==> config.mk <==
export PLATFORM = sky130hd
export DESIGN_NAME = multiset_urn_sampler
export DESIGN_NICKNAME = d
export VERILOG_FILES = /design/src/design/msu_pkg.sv /design/src/design/multiset_urn_sampler.sv /design/src/design/msu_ram.sv
export SDC_FILE = /design/constraint.sdc
export NUM_CORES = 2
export LEC_CHECK = 0
export ABC_AREA = 1
export BUFFER_PORTS_ARGS = -buffer_cell sky130_fd_sc_hd__clkbuf_2
export CORE_ASPECT_RATIO = 0.6
export CORE_MARGIN = 2
export CORE_UTILIZATION = 30
export DETAILED_ROUTE_END_ITERATION = 10
export GPL_TIMING_DRIVEN = 0
export PLACE_DENSITY = 0.52
export SETUP_SLACK_MARGIN = 0.3
export SYNTH_ARGS = -nofsm -noshare
export SYNTH_HDL_FRONTEND = slang
export SYNTH_SLANG_ARGS = --single-unit
==> constraint.sdc <==
create_clock -name clk -period 5.83 [get_ports clk]
set_input_delay 1.166 -clock clk [delete_from_list [all_inputs] [get_ports clk]]
set_output_delay 1.166 -clock clk [all_outputs]
set_load 0.02 [all_outputs]
==> src/design/msu_pkg.sv <==
`default_nettype none
package msu_pkg;

  // Default sizes
  localparam int MAX_SYMBOLS_DEF = 8;
  localparam int LENGTH_BITS_DEF = 24;

  // Field widths fixed by the item format
  localparam int SYMBOL_W   = 8;
  localparam int FRACTION_W = 17;
  localparam int RANDOM_W   = 31;
  localparam int FRAC_BITS  = 16;

  // 1.0 in the fraction format
  localparam logic [FRACTION_W-1:0] ONE_FIX = FRACTION_W'(1 << FRAC_BITS);

  // Mode codes
  localparam logic MODE_LOAD = 1'b0;
  localparam logic MODE_DRAW = 1'b1;

  // Result status codes
  localparam logic [1:0] STATUS_LOADED = 2'd0;
  localparam logic [1:0] STATUS_DRAWN  = 2'd1;
  localparam logic [1:0] STATUS_ERROR  = 2'd2;

  typedef struct packed {
    logic                  mode;
    logic                  first;
    logic [SYMBOL_W-1:0]   symbol;
    logic [FRACTION_W-1:0] fraction;
    logic [RANDOM_W-1:0]   random_value;
  } in_item_t;

  typedef struct packed {
    logic [SYMBOL_W-1:0] symbol_out;
    logic [1:0]          status;
    logic                last;
  } out_item_t;

endpackage
`default_nettype wire

==> src/design/multiset_urn_sampler.sv <==
`default_nettype none
// Load item: LD_MUL, LD_ADD, LD_SET (multiply, accumulate, settle), then RESULT.
// Draw item: bit-serial modulo of the random value in one subtract/compare unit,
//   then a walk over the tables unless they are empty, then DR_FIN and RESULT.
// Only one item is in flight; a stalled output item does not block the next accept.
// rst (synchronous, active high) clears control state, chunk_length, entry count,
//   totals and remaining draws; the symbol and count RAMs are not cleared.
module multiset_urn_sampler
  import msu_pkg::*;
#(
  parameter int MAX_SYMBOLS = MAX_SYMBOLS_DEF,
  parameter int LENGTH_BITS = LENGTH_BITS_DEF
) (
  input  wire logic                   clk,
  input  wire logic                   rst,
  input  wire logic                   cfg_write,
  input  wire logic [LENGTH_BITS-1:0] cfg_data,
  input  wire logic                   in_valid,
  output logic                        in_stall,
  input  wire in_item_t               in_item,
  output logic                        out_valid,
  input  wire logic                   out_stall,
  output out_item_t                   out_item
);

  localparam int IDX_W = (MAX_SYMBOLS > 1) ? $clog2(MAX_SYMBOLS) : 1;
  localparam int CNT_W = $clog2(MAX_SYMBOLS + 1);
  localparam int BIT_W = $clog2(RANDOM_W);
  localparam int PROD_W = LENGTH_BITS + FRACTION_W;

  typedef enum logic [2:0] {
    IDLE, LD_MUL, LD_ADD, LD_SET, DR_DIV, DR_WALK, DR_FIN, RESULT
  } state_t;

  state_t                 state;
  in_item_t               item;
  out_item_t              res;
  logic [LENGTH_BITS-1:0] chunk_length;
  logic [CNT_W-1:0]       entry_count;
  logic [LENGTH_BITS-1:0] assigned_total;
  logic [LENGTH_BITS-1:0] remaining_draws;
  logic [LENGTH_BITS-1:0] first_count;
  logic [SYMBOL_W-1:0]    last_symbol;
  logic [PROD_W-1:0]      prod;
  logic [LENGTH_BITS-1:0] rem_acc;
  logic [BIT_W-1:0]       bit_idx;
  logic [IDX_W-1:0]       idx;
  logic                   hit;
  logic [SYMBOL_W-1:0]    hit_symbol;

  // RAM ports
  logic                   sym_we;
  logic [IDX_W-1:0]       rd_addr;
  logic [SYMBOL_W-1:0]    sym_rd;
  logic                   cnt_we;
  logic [LENGTH_BITS-1:0] cnt_wdata;
  logic [LENGTH_BITS-1:0] cnt_rd;

  // Combinational helpers
  logic [CNT_W-1:0]       eff_count;
  logic                   ld_err;
  logic [FRACTION_W-1:0]  frac_clamp;
  logic [LENGTH_BITS-1:0] num;
  logic [LENGTH_BITS:0]   sum;
  logic [LENGTH_BITS:0]   shifted;
  logic                   sub_ok;
  logic [LENGTH_BITS-1:0] walk_cnt;
  logic                   walk_hit;
  logic                   walk_end;
  logic                   out_free;

  // Load checks: a first flag empties the table before the entry goes in
  always_comb begin
    eff_count  = item.first ? '0 : entry_count;
    ld_err     = (eff_count >= CNT_W'(MAX_SYMBOLS)) ||
                 ((eff_count != '0) && (item.symbol <= last_symbol));
    frac_clamp = (item.fraction > ONE_FIX) ? ONE_FIX : item.fraction;
    num        = prod[FRAC_BITS +: LENGTH_BITS];
    sum        = {1'b0, assigned_total} + {1'b0, num};
  end

  // Modulo subtract/compare: one restoring modulo step
  always_comb begin
    shifted = {rem_acc, item.random_value[bit_idx]};
    sub_ok  = (shifted >= {1'b0, remaining_draws});
  end

  // Walk step over the entry whose data the RAMs present now
  always_comb begin
    walk_cnt = (idx == '0) ? first_count : cnt_rd;
    walk_hit = (rem_acc < walk_cnt);
    walk_end = ((CNT_W'(idx) + CNT_W'(1)) == entry_count);
  end

  assign out_free = !out_valid || !out_stall;
  assign in_stall = (state != IDLE);

  // RAM control
  always_comb begin
    rd_addr   = (state == DR_WALK) ? IDX_W'(idx + 1'b1) : '0;
    sym_we    = (state == LD_MUL) && !ld_err;
    cnt_we    = ((state == LD_ADD) || ((state == DR_WALK) && walk_hit)) && (idx != '0);
    cnt_wdata = (state == LD_ADD) ? num : LENGTH_BITS'(walk_cnt - 1'b1);
  end

  msu_ram #(
    .WIDTH(SYMBOL_W),
    .DEPTH(MAX_SYMBOLS)
  ) u_sym_ram (
    .clk    (clk),
    .wr_en  (sym_we),
    .wr_addr(eff_count[IDX_W-1:0]),
    .wr_data(item.symbol),
    .rd_addr(rd_addr),
    .rd_data(sym_rd)
  );

  msu_ram #(
    .WIDTH(LENGTH_BITS),
    .DEPTH(MAX_SYMBOLS)
  ) u_cnt_ram (
    .clk    (clk),
    .wr_en  (cnt_we),
    .wr_addr(idx),
    .wr_data(cnt_wdata),
    .rd_addr(rd_addr),
    .rd_data(cnt_rd)
  );

  // Sequencer
  always_ff @(posedge clk) begin
    if (rst) begin
      state           <= IDLE;
      out_valid       <= 1'b0;
      chunk_length    <= '0;
      entry_count     <= '0;
      assigned_total  <= '0;
      remaining_draws <= '0;
      first_count     <= '0;
    end else begin
      // Output register drains; RESULT reloads it itself
      if (out_valid && !out_stall && (state != RESULT)) begin
        out_valid <= 1'b0;
      end
      if (cfg_write) begin
        chunk_length <= cfg_data;
      end

      unique case (state)
        IDLE: begin
          if (in_valid) begin
            item <= in_item;
            if (in_item.mode == MODE_LOAD) begin
              state <= LD_MUL;
            end else if (remaining_draws == '0) begin
              res   <= '{symbol_out: '0, status: STATUS_ERROR, last: 1'b0};
              state <= RESULT;
            end else begin
              rem_acc <= '0;
              bit_idx <= BIT_W'(RANDOM_W - 1);
              state   <= DR_DIV;
            end
          end
        end

        LD_MUL: begin
          if (item.first) begin
            entry_count    <= '0;
            assigned_total <= '0;
          end
          if (ld_err) begin
            res   <= '{symbol_out: '0, status: STATUS_ERROR, last: 1'b0};
            state <= RESULT;
          end else begin
            idx         <= eff_count[IDX_W-1:0];
            last_symbol <= item.symbol;
            prod        <= PROD_W'(chunk_length) * PROD_W'(frac_clamp);
            state       <= LD_ADD;
          end
        end

        LD_ADD: begin
          if (idx == '0) begin
            assigned_total <= '0;
          end else if (sum[LENGTH_BITS]) begin
            assigned_total <= '1;
          end else begin
            assigned_total <= sum[LENGTH_BITS-1:0];
          end
          entry_count <= entry_count + 1'b1;
          state       <= LD_SET;
        end

        LD_SET: begin
          remaining_draws <= chunk_length;
          if (assigned_total > chunk_length) begin
            first_count <= '0;
            res <= '{symbol_out: '0, status: STATUS_ERROR, last: 1'b0};
          end else begin
            first_count <= chunk_length - assigned_total;
            res <= '{symbol_out: '0, status: STATUS_LOADED, last: 1'b0};
          end
          state <= RESULT;
        end

        DR_DIV: begin
          rem_acc <= sub_ok ? LENGTH_BITS'(shifted - {1'b0, remaining_draws})
                            : shifted[LENGTH_BITS-1:0];
          if (bit_idx == '0) begin
            idx <= '0;
            hit <= 1'b0;
            state <= (entry_count == '0) ? DR_FIN : DR_WALK;
          end else begin
            bit_idx <= bit_idx - 1'b1;
          end
        end

        DR_WALK: begin
          if (walk_hit) begin
            hit        <= 1'b1;
            hit_symbol <= sym_rd;
            if (idx == '0) begin
              first_count <= first_count - 1'b1;
            end
            state <= DR_FIN;
          end else begin
            rem_acc <= rem_acc - walk_cnt;
            if (walk_end) begin
              state <= DR_FIN;
            end else begin
              idx <= idx + 1'b1;
            end
          end
        end

        DR_FIN: begin
          remaining_draws <= remaining_draws - 1'b1;
          res.symbol_out  <= hit ? hit_symbol : '0;
          res.status      <= hit ? STATUS_DRAWN : STATUS_ERROR;
          res.last        <= (remaining_draws == LENGTH_BITS'(1));
          state           <= RESULT;
        end

        RESULT: begin
          if (out_free) begin
            out_item  <= res;
            out_valid <= 1'b1;
            state     <= IDLE;
          end
        end

        default: state <= IDLE;
      endcase
    end
  end

  // Checks
  a_entry_bound: assert property (@(posedge clk) disable iff (rst)
    entry_count <= CNT_W'(MAX_SYMBOLS))
    else $error("entry count above table size");

  a_residual_bound: assert property (@(posedge clk) disable iff (rst)
    (state == DR_DIV || state == DR_WALK) |-> (rem_acc < remaining_draws))
    else $error("draw residual not below remaining draws");

  a_empty_draw: assert property (@(posedge clk) disable iff (rst)
    (state == IDLE && in_valid && in_item.mode == MODE_DRAW && remaining_draws == '0)
    |=> (state == RESULT && res.status == STATUS_ERROR))
    else $error("draw with no draws left not flagged");

  a_result_hold: assert property (@(posedge clk) disable iff (rst)
    (state == RESULT && out_valid && out_stall) |=> (state == RESULT))
    else $error("pending result overwrote a stalled item");

endmodule
`default_nettype wire

==> src/design/msu_ram.sv <==
`default_nettype none
module msu_ram #(
  parameter int WIDTH = 8,
  parameter int DEPTH = 8,
  localparam int ADDR_W = (DEPTH > 1) ? $clog2(DEPTH) : 1
) (
  input  wire logic              clk,
  input  wire logic              wr_en,
  input  wire logic [ADDR_W-1:0] wr_addr,
  input  wire logic [WIDTH-1:0]  wr_data,
  input  wire logic [ADDR_W-1:0] rd_addr,
  output logic      [WIDTH-1:0]  rd_data
);

  logic [WIDTH-1:0] mem [DEPTH];

  // One write port, one registered read port
  always_ff @(posedge clk) begin
    if (wr_en) begin
      mem[wr_addr] <= wr_data;
    end
    rd_data <= mem[rd_addr];
  end

endmodule
`default_nettype wire
==> impl_metrics.toml <==
[critical_path]
cp-end-kind = "register"
worst-r2r-setup-slack_ns = -1.31
cp.required_ns = 6.25
crit_fanout = 10
worstPathArrival_ns = 7.56
start_kind = "register"
r2r.worst_path.cells = 21
critPathKind = "reg2reg"

[layout]
fin_area_um2 = 50700
multi_input_area_um2 = 25100
layout.nets = 6297
seq_area_um2 = 15000
layout_common_cells = "nand2_1, inv_1, nor2_1"
fillers = 14900
layout_commonest_cell = "nand2_1"
areaGrowthSynthToFinish_pct = 18.0
final_util_pct = 35.7
drive_gt1_share_pct = 11.9

[global_routing]
antenna_found_initial = 12
gr-total-overflow = 0
grt_pass1_wl_um = 242000
grt_max_degree = 32
gr-usage-all-layers_pct = 22.4
grt_pass1_vias = 35300

[floorplan]
initial_core_util_pct = 30.3
die_w_um = 493
io_pins = 100
design.die.area_um2 = 147000
row_count = 107
dieHeight_um = 297
core_um2 = 142000

[detailed_routing]
wl_um = 166000
ant_nets = 0
drc = 0
drt_first_pass_iters = 6
wl_per_cell_um = 21.8
avgViaCountPerCell = 4.97
vias = 37900
drt_iter0_drc = 4284

[sta]
post-route-period-util_pct = 122
hold_violations = 0
min_period_ns = 7.14
fin_skew_ns = 0.0630
drv_slew = 0
rsz0062_at_grt = "yes"
fmax_ghz = 0.140
timing.setup.tns_ns = -25.04
slew_headroom_pct = 9.14
worst_pin_slew_ns = 1.35
fin_ws_ns = -1.31
finalSetupViolCount = 24

[power_and_ir_drop]
p_leak_nw = 22.8
irDropWorstVdd_mv = 0.293
powerDensity_nw_per_um2 = 441
power.total_mw = 22.4

[clocking]
clockRootBuffer = "clkbuf_16"
cts_tree = "yes"
numCtsBuffers = 59
clkTransAtPathRegs_ns = 0.07
htree_levels = 2
postCtsHoldBufs = 0
cts_num_sinks = 544
cts_max_path_buffers = 3
insertion_delay_ns = 0.70

[min_path]
holdPathStages = 0
hold_class = "reg2reg"

[synth]
synth_area_um2 = 43000
synthArstFlopShare_pct = 0
ys_seq_area_share_pct = 34.8
synthCells = 5384
synth-main-ff-cell = "edfxtp_1"
avgSynthCellArea_um2 = 7.99
yosysWarnings = 0
ys_ff_latch = 544
synth-edff-count = 408
synth.distinct_cells = 54
synth_nets = 6023

[flow_run]
maxCapViolCount = 0

[placement]
io_buffers = 98
dpl.hpwl_um = 135000
place_area_um2 = 46600
place_congestion = 1.00
place_ws_ns = -2.44

[outcome]
violations = "setup timing"
status = "complete, but fails checks"
## synthesized netlist by cell type (4+ instances only)
cell      count  area [µm²]
fa_1        330        6610
or2_2         7        43.8
ha_1        222        2780
edfxtp_1    408       12300
inv_2         7        26.3
o211ai_1      7        52.6
a31oi_1      49         307
nor2_4        7        78.8
xnor2_1      34         298
nand4_1      69         432
dfxtp_1     136        2720
a21oi_1     224        1120
clkbuf_1    124         465
o21ai_2      14         123
o21ai_0     338        1690
nand3b_1     17         128
buf_1        10        37.5
xor2_1       50         438
o21ai_1      10        50.1
a211oi_1      4        30.0
clkinv_1     10        37.5
a21o_1       11        82.6
nand2_1    1291        4850
o22ai_1       8        50.1
nor2_1      670        2510
buf_2        34         170
nand3_1     221        1110
buf_4         6        45.0
nand2_2      11        68.8
nor3_1       46         230
nor2_2       15        93.8
inv_1       914        3430
nor4_1        5        31.3
o21bai_1     42         315
## cells by family after synthesis
family / count (synthesis) / share of synthesized area, %
AOI/OAI and AO/OA: 724 / 9.24
adders and majority gates: 552 / 21.8
xor gates and xnor gates: 84 / 1.71
and+or+nand+nor: 2369 / 22.4
DFF: 544 / 34.8
buffers and inverters: 1111 / 9.98
## power by group
group          switching, mW  internal (mW)
Sequential             0.417           5.13
Combinational           8.54           4.20
Clock                   1.75           2.36
## repair_timing
item / in CTS / in global routing
endpoints found under the setup margin: 218 / 158
resized for setup: 282 / 41
pin swaps: 73 / 31
setup buffers: 80 / 17
gates cloned: 1 / 0
## worst max-delay path: stages (launching register included)
cell	delay, ns
dfxtp_1	0.38
buf_1	0.84
clkinv_1	0.75
nor2_1	0.33
fa_1	0.45
fa_1	0.50
fa_2	0.56
fa_2	0.44
fa_1	0.48
inv_1	0.05
fa_1	0.48
inv_1	0.08
ha_4	0.32
nand2_4	0.11
nor2_2	0.15
nand2_1	0.07
inv_2	0.08
nand4_1	0.14
nand3b_1	0.31
nand2_1	0.12
nand3_1	0.10
nand2_2	0.11
## worst paths after layout
kind,start,end
max,chunk_length[3]$_SDFFE_PP0P_,prod[37]$_DFFE_PP_
max reg2reg,chunk_length[3]$_SDFFE_PP0P_,prod[37]$_DFFE_PP_
min reg2reg,u_sym_ram.rd_data[0]$_DFF_P_,hit_symbol[0]$_DFFE_PP_
min,u_sym_ram.rd_data[0]$_DFF_P_,hit_symbol[0]$_DFFE_PP_
## per-stage QoR
stage                     hold slack [ns]  instances
after floorplan                     0.386       5384
after global placement              0.390       7389
after detailed placement            0.389       7406
after CTS                           0.403       7598
after global routing                0.408       7620
final                               0.403       7622
## state kept, by name, indices dropped and copies added, names as in the netlist
name	flops
item	57
u_cnt_ram.rd_data	24
last_symbol	8
u_sym_ram.mem	64
first_count	24
state	3
hit	1
entry_count	4
hit_symbol	8
rem_acc	24
out_item	11
remaining_draws	24
u_cnt_ram.mem	192
assigned_total	24
res	11
bit_idx	5
prod	24
chunk_length	24
out_valid	1
idx	3
u_sym_ram.rd_data	8
## layer usage
layer	track usage [%]	share of wire, %
met3	8.20	13
met4	3.61	1.6
met1	37.6	52
met2	25.9	33
met5	0	0
## final cells by class
type                       instances  area share [%]
timing repair buffer             213            3.15
clock buffer                      78            3.09
antenna                            7          0.0345
clock inverter                    33            1.02
sequential                       544            29.5
tap                             1907            4.70
multi-input combinational       3729            49.4
buffer                           179            2.06
inverter                         932            7.06
No activity file was read; power rests on OpenSTA's default activity.
